## config.mk

```make
export PLATFORM = sky130hd
export DESIGN_NAME = cluster_power_ctrl_regs
export DESIGN_NICKNAME = d
export VERILOG_FILES = /design/src/rtl/cpc_pkg.sv /design/src/rtl/cluster_power_ctrl_regs.sv /design/src/rtl/cpc_decode.sv /design/src/rtl/cpc_regs.sv
export SDC_FILE = /design/constraint.sdc
export NUM_CORES = 1
export LEC_CHECK = 0
export BUFFER_PORTS_ARGS = -buffer_cell sky130_fd_sc_hd__buf_4
export CAP_MARGIN = 10
export CELL_PAD_IN_SITES_DETAIL_PLACEMENT = 1
export CELL_PAD_IN_SITES_GLOBAL_PLACEMENT = 1
export CORE_AREA = 2 2 255 257
export CTS_CLUSTER_DIAMETER = 100
export DETAILED_ROUTE_END_ITERATION = 10
export DIE_AREA = 0 0 257 259
export GPL_ROUTABILITY_DRIVEN = 0
export PLACE_DENSITY = 0.59
export SLEW_MARGIN = 5
export SYNTH_ARGS = -nofsm -noshare
export SYNTH_HDL_FRONTEND = slang
export SYNTH_SLANG_ARGS = --single-unit
```

## constraint.sdc

```tcl
create_clock -name clk -period 20.6 [get_ports clk]
set_clock_uncertainty 0.2 [all_clocks]
set_input_delay 4.12 -clock clk [delete_from_list [all_inputs] [get_ports clk]]
set_output_delay 4.12 -clock clk [all_outputs]
set_load 0.02 [all_outputs]
```

## src/rtl/cpc_pkg.sv

```systemverilog
// ----------------------------------------------------------------------------
// cpc_pkg
// Shared types, register map constants and the alias update helper for the
// cluster power controller register file.
// ----------------------------------------------------------------------------
package cpc_pkg;

  // Register map
  localparam logic [14:0] CORE_AREA_END = 15'h0400;
  localparam logic [14:0] ADDR_WAKE     = 15'h1000;
  localparam logic [14:0] ADDR_WAKE_SET = 15'h1010;
  localparam logic [14:0] ADDR_WAKE_CLR = 15'h1020;
  localparam logic [14:0] ADDR_ROW      = 15'h1040;
  localparam logic [14:0] ADDR_ROW_SET  = 15'h1050;
  localparam logic [14:0] ADDR_ROW_CLR  = 15'h1060;
  localparam logic [14:0] ADDR_PC       = 15'h2000;
  localparam logic [14:0] ADDR_GLB      = 15'h4040;
  localparam logic [14:0] ADDR_GLB_SET  = 15'h4050;
  localparam logic [14:0] ADDR_GLB_CLR  = 15'h4060;
  localparam logic [14:0] ADDR_RES      = 15'h40C0;
  localparam logic [14:0] ADDR_RES_SET  = 15'h40D0;
  localparam logic [14:0] ADDR_RES_CLR  = 15'h40E0;

  // Per-core sub-offsets inside the 0x40 stride
  localparam logic [5:0] SUB_PLAIN = 6'h00;
  localparam logic [5:0] SUB_SET   = 6'h10;
  localparam logic [5:0] SUB_CLR   = 6'h20;

  // Write masks and reset values
  localparam logic [63:0] CTRL_MASK    = 64'h0000_0000_0000_0403;
  localparam logic [63:0] VEC_MASK     = 64'h0000_0000_0000_ffff;
  localparam logic [63:0] GLB_MASK     = 64'h8000_007e_ffff_ff0f;
  localparam logic [63:0] GLB_RESET    = 64'h0000_0008_ffff_ff00;
  localparam logic [63:0] PC_ALIGN     = 64'h0000_0000_0000_0fff;
  localparam int          PE_EN_BIT    = 1;

  localparam int CTRL_W = 11;
  localparam int VEC_W  = 16;

  // Alias codes (address bits [5:4])
  localparam logic [1:0] OP_PLAIN = 2'd0;
  localparam logic [1:0] OP_SET   = 2'd1;
  localparam logic [1:0] OP_CLR   = 2'd2;

  // Register selected by an access
  typedef enum logic [2:0] {
    SEL_NONE,
    SEL_CORE,
    SEL_WAKE,
    SEL_ROW,
    SEL_PC,
    SEL_GLB,
    SEL_RES
  } cpc_sel_t;

  typedef struct packed {
    cpc_sel_t   sel;
    logic [1:0] op;
    logic [3:0] core;
  } cpc_dec_t;

  typedef struct packed {
    logic [63:0] read_data;
    logic        wake_valid;
    logic [15:0] wake_mask;
    logic [63:0] wake_pc;
  } cpc_result_t;

  // Plain / set / clear update of a masked register
  function automatic logic [63:0] apply_op(input logic [63:0] cur,
                                           input logic [63:0] val,
                                           input logic [63:0] mask,
                                           input logic [1:0]  op);
    logic [63:0] m;
    m = val & mask;
    case (op)
      OP_PLAIN: apply_op = m;
      OP_SET:   apply_op = cur | m;
      default:  apply_op = cur & ~m;
    endcase
  endfunction

endpackage

```

## src/rtl/cluster_power_ctrl_regs.sv

```systemverilog
// ----------------------------------------------------------------------------
// cluster_power_ctrl_regs
// Register file of a cluster power controller with wake pulse generation.
// ----------------------------------------------------------------------------
// Usage:
//   Input channel (in_*): one beat per 64-bit bus access, read or write.
//   Result channel (out_*): one beat per access, in order, carrying the read
//   data (zero for writes and unmapped offsets) and the wake pulse fields.
//   Both channels use valid/stall; a beat moves when valid is high and
//   stall is low.
//   An accepted access reaches out_* through the input register, then the
//   result register. Throughput: one access per cycle while out_stall is
//   low; decode, alias update and read mux fit between the two registers.
//   Register state is updated when an access moves into the result register.
//   Reset (rst_n low, synchronous) empties both stages and loads register
//   reset values. When the receiver stalls, the result holds; one more access
//   waits in the input register, after which in_stall is raised.
// ----------------------------------------------------------------------------
module cluster_power_ctrl_regs
  import cpc_pkg::*;
#(
  parameter int NUM_CORES = 16
) (
  input  logic        clk,
  input  logic        rst_n,
  input  logic        in_valid,
  output logic        in_stall,
  input  logic        in_req_type,
  input  logic [14:0] in_address,
  input  logic [63:0] in_write_data,
  input  logic [15:0] in_cores_resetting,
  output logic        out_valid,
  input  logic        out_stall,
  output logic [63:0] out_read_data,
  output logic        out_wake_valid,
  output logic [15:0] out_wake_mask,
  output logic [63:0] out_wake_pc
);

  logic        s1_v_r, s1_v_nxt;
  logic        s1_wr_r;
  logic [14:0] s1_addr_r;
  logic [63:0] s1_data_r;
  logic [15:0] s1_rst_r;
  logic        out_v_nxt;
  logic        in_acc;
  logic        s1_fire;
  cpc_dec_t    dec;
  cpc_result_t res;
  cpc_result_t out_r;

  // handshake
  assign s1_fire  = s1_v_r && !(out_valid && out_stall);
  assign in_stall = s1_v_r && !s1_fire;
  assign in_acc   = in_valid && !in_stall;

  always_comb begin
    s1_v_nxt = s1_v_r;
    if (in_acc) s1_v_nxt = 1'b1;
    else if (s1_fire) s1_v_nxt = 1'b0;
    out_v_nxt = out_valid;
    if (s1_fire) out_v_nxt = 1'b1;
    else if (!out_stall) out_v_nxt = 1'b0;
  end

  // input register
  always_ff @(posedge clk) begin
    if (!rst_n) begin
      s1_v_r <= 1'b0;
    end else begin
      s1_v_r <= s1_v_nxt;
    end
  end

  always_ff @(posedge clk) begin
    if (in_acc) begin
      s1_wr_r   <= in_req_type;
      s1_addr_r <= in_address;
      s1_data_r <= in_write_data;
      s1_rst_r  <= in_cores_resetting;
    end
  end

  cpc_decode #(.NUM_CORES(NUM_CORES)) u_decode (
    .address (s1_addr_r),
    .dec     (dec)
  );

  cpc_regs #(.NUM_CORES(NUM_CORES)) u_regs (
    .clk             (clk),
    .rst_n           (rst_n),
    .en              (s1_fire),
    .dec             (dec),
    .is_write        (s1_wr_r),
    .write_data      (s1_data_r),
    .cores_resetting (s1_rst_r),
    .res             (res)
  );

  // result register
  always_ff @(posedge clk) begin
    if (!rst_n) begin
      out_valid <= 1'b0;
    end else begin
      out_valid <= out_v_nxt;
    end
  end

  always_ff @(posedge clk) begin
    if (s1_fire) out_r <= res;
  end

  assign out_read_data  = out_r.read_data;
  assign out_wake_valid = out_r.wake_valid;
  assign out_wake_mask  = out_r.wake_mask;
  assign out_wake_pc    = out_r.wake_pc;

`ifndef SYNTHESIS
  // a wake pulse only comes from a write, so read data is zero
  a_wake_no_rdata: assert property (@(posedge clk) disable iff (!rst_n)
    out_valid && out_wake_valid |-> out_read_data == 64'd0)
    else $error("wake beat carries read data");

  // without a wake pulse the wake fields are zero
  a_nowake_zero: assert property (@(posedge clk) disable iff (!rst_n)
    out_valid && !out_wake_valid |-> out_wake_mask == 16'd0 && out_wake_pc == 64'd0)
    else $error("wake fields set without wake pulse");

  // reset PC is always 4 KiB aligned
  a_pc_align: assert property (@(posedge clk) disable iff (!rst_n)
    out_valid |-> out_wake_pc[11:0] == 12'd0)
    else $error("wake pc not aligned");

  // input stage only stalls when it is full and the result is blocked
  a_stall_cause: assert property (@(posedge clk) disable iff (!rst_n)
    in_stall |-> s1_v_r && out_valid && out_stall)
    else $error("spurious input stall");
`endif

endmodule

```

## src/rtl/cpc_decode.sv

```systemverilog
// ----------------------------------------------------------------------------
// cpc_decode
// Address decode: picks the target register, alias and core index.
// ----------------------------------------------------------------------------
module cpc_decode
  import cpc_pkg::*;
#(
  parameter int NUM_CORES = 16
) (
  input  logic [14:0] address,
  output cpc_dec_t    dec
);

  logic [3:0] core_idx;
  logic [5:0] sub;

  assign core_idx = address[9:6];
  assign sub      = address[5:0];

  always_comb begin
    dec.sel  = SEL_NONE;
    dec.op   = address[5:4];
    dec.core = core_idx;
    if (address < CORE_AREA_END) begin
      // per-core window: only +0x00/+0x10/+0x20 of existing cores
      if ((32'(core_idx) < NUM_CORES) &&
          (sub == SUB_PLAIN || sub == SUB_SET || sub == SUB_CLR)) begin
        dec.sel = SEL_CORE;
      end
    end else begin
      case (address)
        ADDR_WAKE, ADDR_WAKE_SET, ADDR_WAKE_CLR: dec.sel = SEL_WAKE;
        ADDR_ROW, ADDR_ROW_SET, ADDR_ROW_CLR:    dec.sel = SEL_ROW;
        ADDR_PC:                                 dec.sel = SEL_PC;
        ADDR_GLB, ADDR_GLB_SET, ADDR_GLB_CLR:    dec.sel = SEL_GLB;
        ADDR_RES, ADDR_RES_SET, ADDR_RES_CLR:    dec.sel = SEL_RES;
        default:                                 dec.sel = SEL_NONE;
      endcase
    end
  end

endmodule

```

## src/rtl/cpc_regs.sv

```systemverilog
// ----------------------------------------------------------------------------
// cpc_regs
// Register storage, alias update, read mux and wake evaluation.
// ----------------------------------------------------------------------------
module cpc_regs
  import cpc_pkg::*;
#(
  parameter int NUM_CORES = 16
) (
  input  logic        clk,
  input  logic        rst_n,
  input  logic        en,
  input  cpc_dec_t    dec,
  input  logic        is_write,
  input  logic [63:0] write_data,
  input  logic [15:0] cores_resetting,
  output cpc_result_t res
);

  localparam logic [15:0] CORE_MASK = 16'((32'd1 << NUM_CORES) - 32'd1);

  logic [CTRL_W-1:0] core_ctrl_r [NUM_CORES];
  logic [VEC_W-1:0]  wake_r, wake_nxt;
  logic [VEC_W-1:0]  row_r, row_nxt;
  logic [63:0]       pc_r, pc_nxt;
  logic [63:0]       glb_r, glb_nxt;
  logic [CTRL_W-1:0] res_r, res_nxt;
  logic [CTRL_W-1:0] core_sel;
  logic [CTRL_W-1:0] core_nxt;
  logic [63:0]       rd;
  logic              wake;

  // selected core entry
  always_comb begin
    core_sel = '0;
    for (int i = 0; i < NUM_CORES; i++) begin
      if (dec.core == 4'(i)) core_sel = core_ctrl_r[i];
    end
  end

  // next values for the addressed register
  always_comb begin
    wake_nxt = wake_r;
    row_nxt  = row_r;
    pc_nxt   = pc_r;
    glb_nxt  = glb_r;
    res_nxt  = res_r;
    core_nxt = CTRL_W'(apply_op(64'(core_sel), write_data, CTRL_MASK, dec.op));
    if (is_write) begin
      case (dec.sel)
        SEL_WAKE: wake_nxt = VEC_W'(apply_op(64'(wake_r), write_data, VEC_MASK, dec.op));
        SEL_ROW:  row_nxt  = VEC_W'(apply_op(64'(row_r), write_data, VEC_MASK, dec.op));
        SEL_PC:   pc_nxt   = write_data & ~PC_ALIGN;
        SEL_GLB:  glb_nxt  = apply_op(glb_r, write_data, GLB_MASK, dec.op);
        SEL_RES:  res_nxt  = CTRL_W'(apply_op(64'(res_r), write_data, CTRL_MASK, dec.op));
        default:  ;
      endcase
    end
  end

  // read mux: only plain aliases read back
  always_comb begin
    rd = '0;
    if (!is_write) begin
      case (dec.sel)
        SEL_CORE: if (dec.op == OP_PLAIN) rd = 64'(core_sel);
        SEL_WAKE: if (dec.op == OP_PLAIN) rd = 64'(wake_r);
        SEL_ROW:  if (dec.op == OP_PLAIN) rd = 64'(row_r);
        SEL_PC:   rd = pc_r;
        SEL_GLB:  if (dec.op == OP_PLAIN) rd = glb_r;
        SEL_RES:  if (dec.op == OP_PLAIN) rd = 64'(res_r);
        default:  rd = '0;
      endcase
    end
  end

  // wake pulse on plain/set write with core enable set
  assign wake = is_write && (dec.sel == SEL_WAKE) && (dec.op != OP_CLR) && glb_r[PE_EN_BIT];

  always_comb begin
    res.read_data  = rd;
    res.wake_valid = wake;
    res.wake_mask  = wake ? (wake_nxt & cores_resetting & CORE_MASK) : '0;
    res.wake_pc    = wake ? pc_r : '0;
  end

  // state registers
  always_ff @(posedge clk) begin
    if (!rst_n) begin
      wake_r <= '0;
      row_r  <= '0;
      pc_r   <= '0;
      glb_r  <= GLB_RESET;
      res_r  <= '0;
      for (int i = 0; i < NUM_CORES; i++) core_ctrl_r[i] <= '0;
    end else if (en) begin
      wake_r <= wake_nxt;
      row_r  <= row_nxt;
      pc_r   <= pc_nxt;
      glb_r  <= glb_nxt;
      res_r  <= res_nxt;
      for (int i = 0; i < NUM_CORES; i++) begin
        if (is_write && dec.sel == SEL_CORE && dec.core == 4'(i)) core_ctrl_r[i] <= core_nxt;
      end
    end
  end

endmodule

```

## Word-level counts from Yosys, hierarchy flattened

Memory sizes are Yosys's and may differ from the RTL's.
Index checks and enable logic that the tools add are counted.

| cells by class | value |
|---|---|
| magnitude comparators | 1 |
| equal/unequal tests | 39 |
| mux-type cells | 117 |
| bitwise logic cells | 30 |
| reductions and logical operators | 41 |

Operators by type and width:

| cell | count |
|---|---|
| case mux 64 bit (6 select lines) | 1 |
| two-way mux 11 bit | 34 |
| case mux 64 bit (2 select lines) | 1 |
| == test 15 x 13 -> 1 bit, second input constant | 6 |
| == test 15 bit, second input constant | 6 |
| two-way mux 1 bit | 70 |
| bitwise AND 64 bit | 1 |
| two-way mux 16 bit | 4 |
| two-way mux 64 bit | 1 |
| NOT 64 bit | 1 |
| OR 64 bit | 1 |
| case mux 16 bit (2 select lines) | 2 |
| bitwise AND 16 bit | 3 |
| case mux 11 bit (2 select lines) | 2 |
| == test 4 bit, second input constant | 8 |
| OR 16 bit | 2 |
| logical AND 1 bit | 24 |
| bitwise AND 11 bit | 2 |
| OR 11 bit | 2 |
| == test 4 x 3 -> 1 bit, second input constant | 4 |
| NOT 16 bit | 1 |
| OR 1 bit | 16 |
| == test 15 x 14 -> 1 bit, second input constant | 1 |
| < comparator 15 x 11 -> 1 bit, second input constant | 1 |
| other kinds (21) | 34 |

| word-level totals | value |
|---|---|
| bits in registers | 390 |
| memory bits (writable) | 176 |
| output and inout bits | 147 |
| memories | 1 |

Memories:

| memory | depth | bits a word | rd ports | clocked after Yosys merged registers in | wr ports | RTL line | text |
|---|---|---|---|---|---|---|---|
| u_regs.core_ctrl_r | 16 | 11 | 16 | 0 | 16 | cpc_regs.sv:22 | `logic [CTRL_W-1:0] core_ctrl_r [NUM_CORES];` |

## Depth between registers and ports, before layout

| depth | value |
|---|---|
| depth after elaboration | 20 |
| mapped depth | 11 |
| mapped depth without buffers | 6 |

## Modules after synthesis

From an unflattened synthesis, not the netlist that was laid out.

| unflattened totals | value |
|---|---|
| cells, all modules | 1837 |
| area total of the unflattened synthesis | 22295.1 µm² |

By module, submodules not included:

| module | times used | cells an instance | area each (µm²) |
|---|---|---|---|
| cpc_regs | 1 | 1563 | 14823.0 |
| cluster_power_ctrl_regs | 1 | 249 | 7320.8 |
| cpc_decode | 1 | 25 | 151.4 |

## Worst setup path before layout

No wires, ideal clock.

| timing path | value |
|---|---|
| kind | input to register |
| start point | input port out_stall |
| end point | memory u_regs.core_ctrl_r[0][0], enable pin |
| library setup time | 345 ps |
| data arrival time | 13356 ps |
| data required time | 20055 ps |
| setup slack | 6699 ps |
| cell stages on the path | 7 |
| buffers on the path | 1 |
| path through | a21boi_1 -> nand2_1 -> or3_1 -> nor2_1 -> nand2_1 -> clkbuf_1 -> nand2_1 |

RTL lines:

| what | RTL line | text |
|---|---|---|
| start, declared | cluster_power_ctrl_regs.sv:33 | `input logic out_stall,` |
| end, declared | cpc_regs.sv:22 |  |

## Worst setup path after layout

| timing path | value |
|---|---|
| start point | input port out_stall |
| end point | output port in_stall |

| on the way | value |
|---|---|
| longest elaborated chain between the ends | 5 |

Ends and longest elaborated chain:

| what | RTL line | text |
|---|---|---|
| logical AND 1 bit | cluster_power_ctrl_regs.sv:53 | `assign s1_fire = s1_v_r && !(out_valid && out_stall);` |
| logical NOT 1 bit | cluster_power_ctrl_regs.sv:53 |  |
| logical AND 1 bit | cluster_power_ctrl_regs.sv:53 |  |
| logical NOT 1 bit | cluster_power_ctrl_regs.sv:54 | `assign in_stall = s1_v_r && !s1_fire;` |
| logical AND 1 bit | cluster_power_ctrl_regs.sv:54 |  |
| end, declared | cluster_power_ctrl_regs.sv:27 | `output logic in_stall,` |

Every way passes these cells.

==> flow_metrics.py <==
metrics = {
    "place": {
        "post_dp_cell_area_um2": 24700,
        "portBuffers": 234,
        "hpwl_um": 44000,
    },
    "global_route": {
        "grt-ovfl-total": 0,
        "grt_antenna_before_repair": 5,
        "first_global_vias": 16055,
        "grt_max_degree": 136,
        "groute.usage.overall_pct": 19.9,
        "grt_pass1_wl_um": 101000,
    },
    "power_and_ir_drop": {
        "p_sw_share_pct": 23.2,
        "pwr-share-comb_pct": 6.4,
        "ir_worst_vdd_uv": 59.4,
        "p_int_w": 0.00183,
        "p_clk_share_pct": 43.1,
        "p_leak_nw": 9.70,
        "seq_power_share_pct": 50.5,
        "p_per_area_nw_per_um2": 89.8,
        "switchingPower_w": 0.000554,
    },
    "floorplan": {
        "core-area_um2": 63900,
        "die_h_um": 259,
        "dieArea_um2": 66600,
        "die_w_um": 257,
        "initial_utilization_pct": 34.7,
        "rows": 93,
        "ios": 247,
    },
    "finish": {
        "final_cell_area_um2": 26600,
        "syn2layout_area_growth_pct": 20.0,
        "nets": 2136,
        "drive_gt1_share_pct": 18.7,
        "nFillCells": 6735,
    },
    "critical_path": {
        "path_max_fanout": 3,
        "critPathArrivalTime_ns": 4.66,
        "critPathSlowestCell": "and3_1",
        "cp_cell_sequence": "buf_4 -> and3_1 -> buf_4",
        "crit_path_frequent_cell": "buf_4",
        "worstSetupPathType": "primary input to output port",
        "crit_path_end_kind": "output port",
        "slowest_delay_ns": 0.26,
        "crit_path_start_kind": "primary input",
        "required_ns": 16.28,
    },
    "detailed_routing": {
        "finalWirelength_um": 68000,
        "drt_iter0_drc": 995,
        "dr.pass1.iters": 5,
        "route.detailed.drc": 0,
        "wire_per_inst_um": 23.1,
        "viasPerCell": 5.32,
        "ant_nets": 0,
        "dr_total_vias": 15646,
    },
    "run_status": {
        "status": "finished, final reports clean",
    },
    "logic_synthesis": {
        "synth_area_leaders": "edfxtp_1 (55%), dfxtp_1 (11%), nand2_1 (3.4%)",
        "synth-edff-count": 405,
        "synth.top_cell.area_share_pct": 54.9,
        "avgSynthCellArea_um2": 12.0,
        "syn_area_um2": 22100,
        "netlist_instances": 1844,
        "synth_top_cell_by_area": "edfxtp_1",
        "seq_area_frac_synth_pct": 66.1,
        "ys_ff_latch": 529,
        "yosysWarnings": 0,
        "synth_flop_cell": "edfxtp_1",
        "synth_cell_type_count": 76,
        "async_flop_share_pct": 0,
    },
    "sta": {
        "relSlewSlack_pct": 18.4,
        "period_share_pct": 43.6,
        "setup_viol": 0,
        "drv_slew": 0,
        "worst_pin_slew_ns": 1.22,
        "period_needed_ns": 8.98,
        "hold_viol": 0,
        "fmaxAchievable_mhz": 111,
        "finalSetupTns_ns": 0,
        "rsz0062_at_grt": "false",
    },
    "clocking": {
        "htreeDepth": 2,
        "cts_tree": "built",
        "post_cts_buffers": 0,
        "clk_pin_slew_ns": 0.06,
        "cts_buffer_depth": 3,
        "cts_resized": 0,
        "clk_latency_ns": 0.63,
        "cts-root-buf": "clkbuf_16",
        "clock_sinks": 529,
        "numCtsBuffers": 57,
        "ctsHoldBuffers": 0,
    },
    "worst_hold_path": {
        "hp-class": "flip-flop to flip-flop",
    },
    "flow_run": {
        "maxCapViolCount": 0,
    },
}
[final cells by class]
type / count / area, um^2 / area share (%)
clock buffer: 73 / 1520 / 5.71
antenna: 2 / 5.00 / 0.0188
inverter: 22 / 82.6 / 0.311
timing repair buffer: 273 / 2060 / 7.76
clock inverter: 33 / 350 / 1.32
multi-input combinational: 1153 / 6840 / 25.7
tap: 855 / 1070 / 4.03
sequential: 529 / 14600 / 55.1
[synth_stat cells, drive strengths merged, types with 11 or more instances]
master	n
and3	75
edfxtp	405
o211ai	22
o21ai	122
nor2b	37
a22o	18
and2	74
o22ai	11
a21boi	70
nand3	17
a21oi	65
clkbuf	77
nand2	200
buf	74
nor4	11
a22oi	72
nand2b	21
inv	21
dfxtp	124
nor3	17
nor2	156
mux2i	35
[per-layer routing]
layer | vias to the layer above | GRT usage (%) | routed length (um)
met4 | 6 | 5.98 | 1710
met3 | 112 | 3.61 | 3820
li1 | 7153 | - | -
met1 | 7921 | 26.4 | 29600
met2 | 454 | 33.3 | 32800
met5 | - | 0 | 30
[power groups by stage]
stage	Clock [W]	Combinational (W)	Sequential [W]
6_report	0.00103	0.000152	0.00120
3_5_place_dp	0	0.000153	0.00123
4_1_cts	0.00106	0.000153	0.00121
5_1_grt	0.00109	0.000162	0.00121
3_3_place_gp	0	0.000151	0.00123
2_1_floorplan	0	0.0000718	0.00124
[logic make-up (layout without fill, tap and decap cells)]
logic type             count (synthesis)  count (layout)  synth area share [%]
other                                  1              14                0.0169
and+or+nand+nor                      650             650                  14.8
AOI/OAI and AO/OA                    452             452                  13.7
muxes                                 39              39                  1.84
DFF                                  529             529                  66.1
buffers and inverters                173             401                  3.56
[critical path: cells and delay by family]
family | cells | cell delay, ns
buf+inv | 2 | 0.28
simple gates | 1 | 0.26
[sequential cells by signal, indices dropped and copies added (netlist names), 3 cells and up]
| name | cells |
|---|---|
| out_read_data | 64 |
| out_wake_mask | 16 |
| out_wake_pc | 52 |
| s1_addr_r | 15 |
| s1_data_r | 64 |
| s1_rst_r | 16 |
| u_regs.core_ctrl_r | 176 |
| u_regs.glb_r | 35 |
| u_regs.pc_r | 52 |
| u_regs.res_r | 3 |
| u_regs.row_r | 16 |
| u_regs.wake_r | 16 |
[final timing paths]
| check | start | to | slack (ns) | cells past startpoint |
|---|---|---|---|---|
| min reg2reg | u_regs.pc_r[52] | u_regs.pc_r[52] | 0.27 | 2 |
| max reg2reg | s1_addr_r[8] | u_regs.core_ctrl_r[15][8] | 16.24 | 7 |
| max | out_stall | in_stall | 11.62 | 3 |
| min | u_regs.pc_r[52] | u_regs.pc_r[52] | 0.27 | 2 |
[cells in the final DEF, fill, tap and decap left out, drive strengths merged, types with 8 or more instances in the layout]
cell type	instances
a21boi	70
a21oi	65
a22o	18
a22oi	72
and2	74
and3	75
buf	273
clkbuf	73
clkinv	22
conb	12
dfxtp	124
edfxtp	405
inv	23
mux2i	35
nand2	200
nand2b	21
nand3	17
nor2	156
nor2b	37
nor3	17
nor4	11
o211ai	22
o21ai	122
o221ai	9
o22ai	11
o2bb2ai	8
[per-stage QoR]
step                      worst slack [ns]  power (W)  util, %  cells  hold slack, ns
after global placement               11.63    0.00138     38.7   2832           0.257
final                                11.62    0.00239     41.6   2940           0.274
after detailed placement             11.61    0.00138     38.7   2832           0.268
after floorplan                       6.70    0.00131        -   1855           0.247
after global routing                 11.59    0.00246     41.6   2940           0.306
after CTS                            11.61    0.00241     41.6   2938           0.278
(Power assumes the default switching activity.)
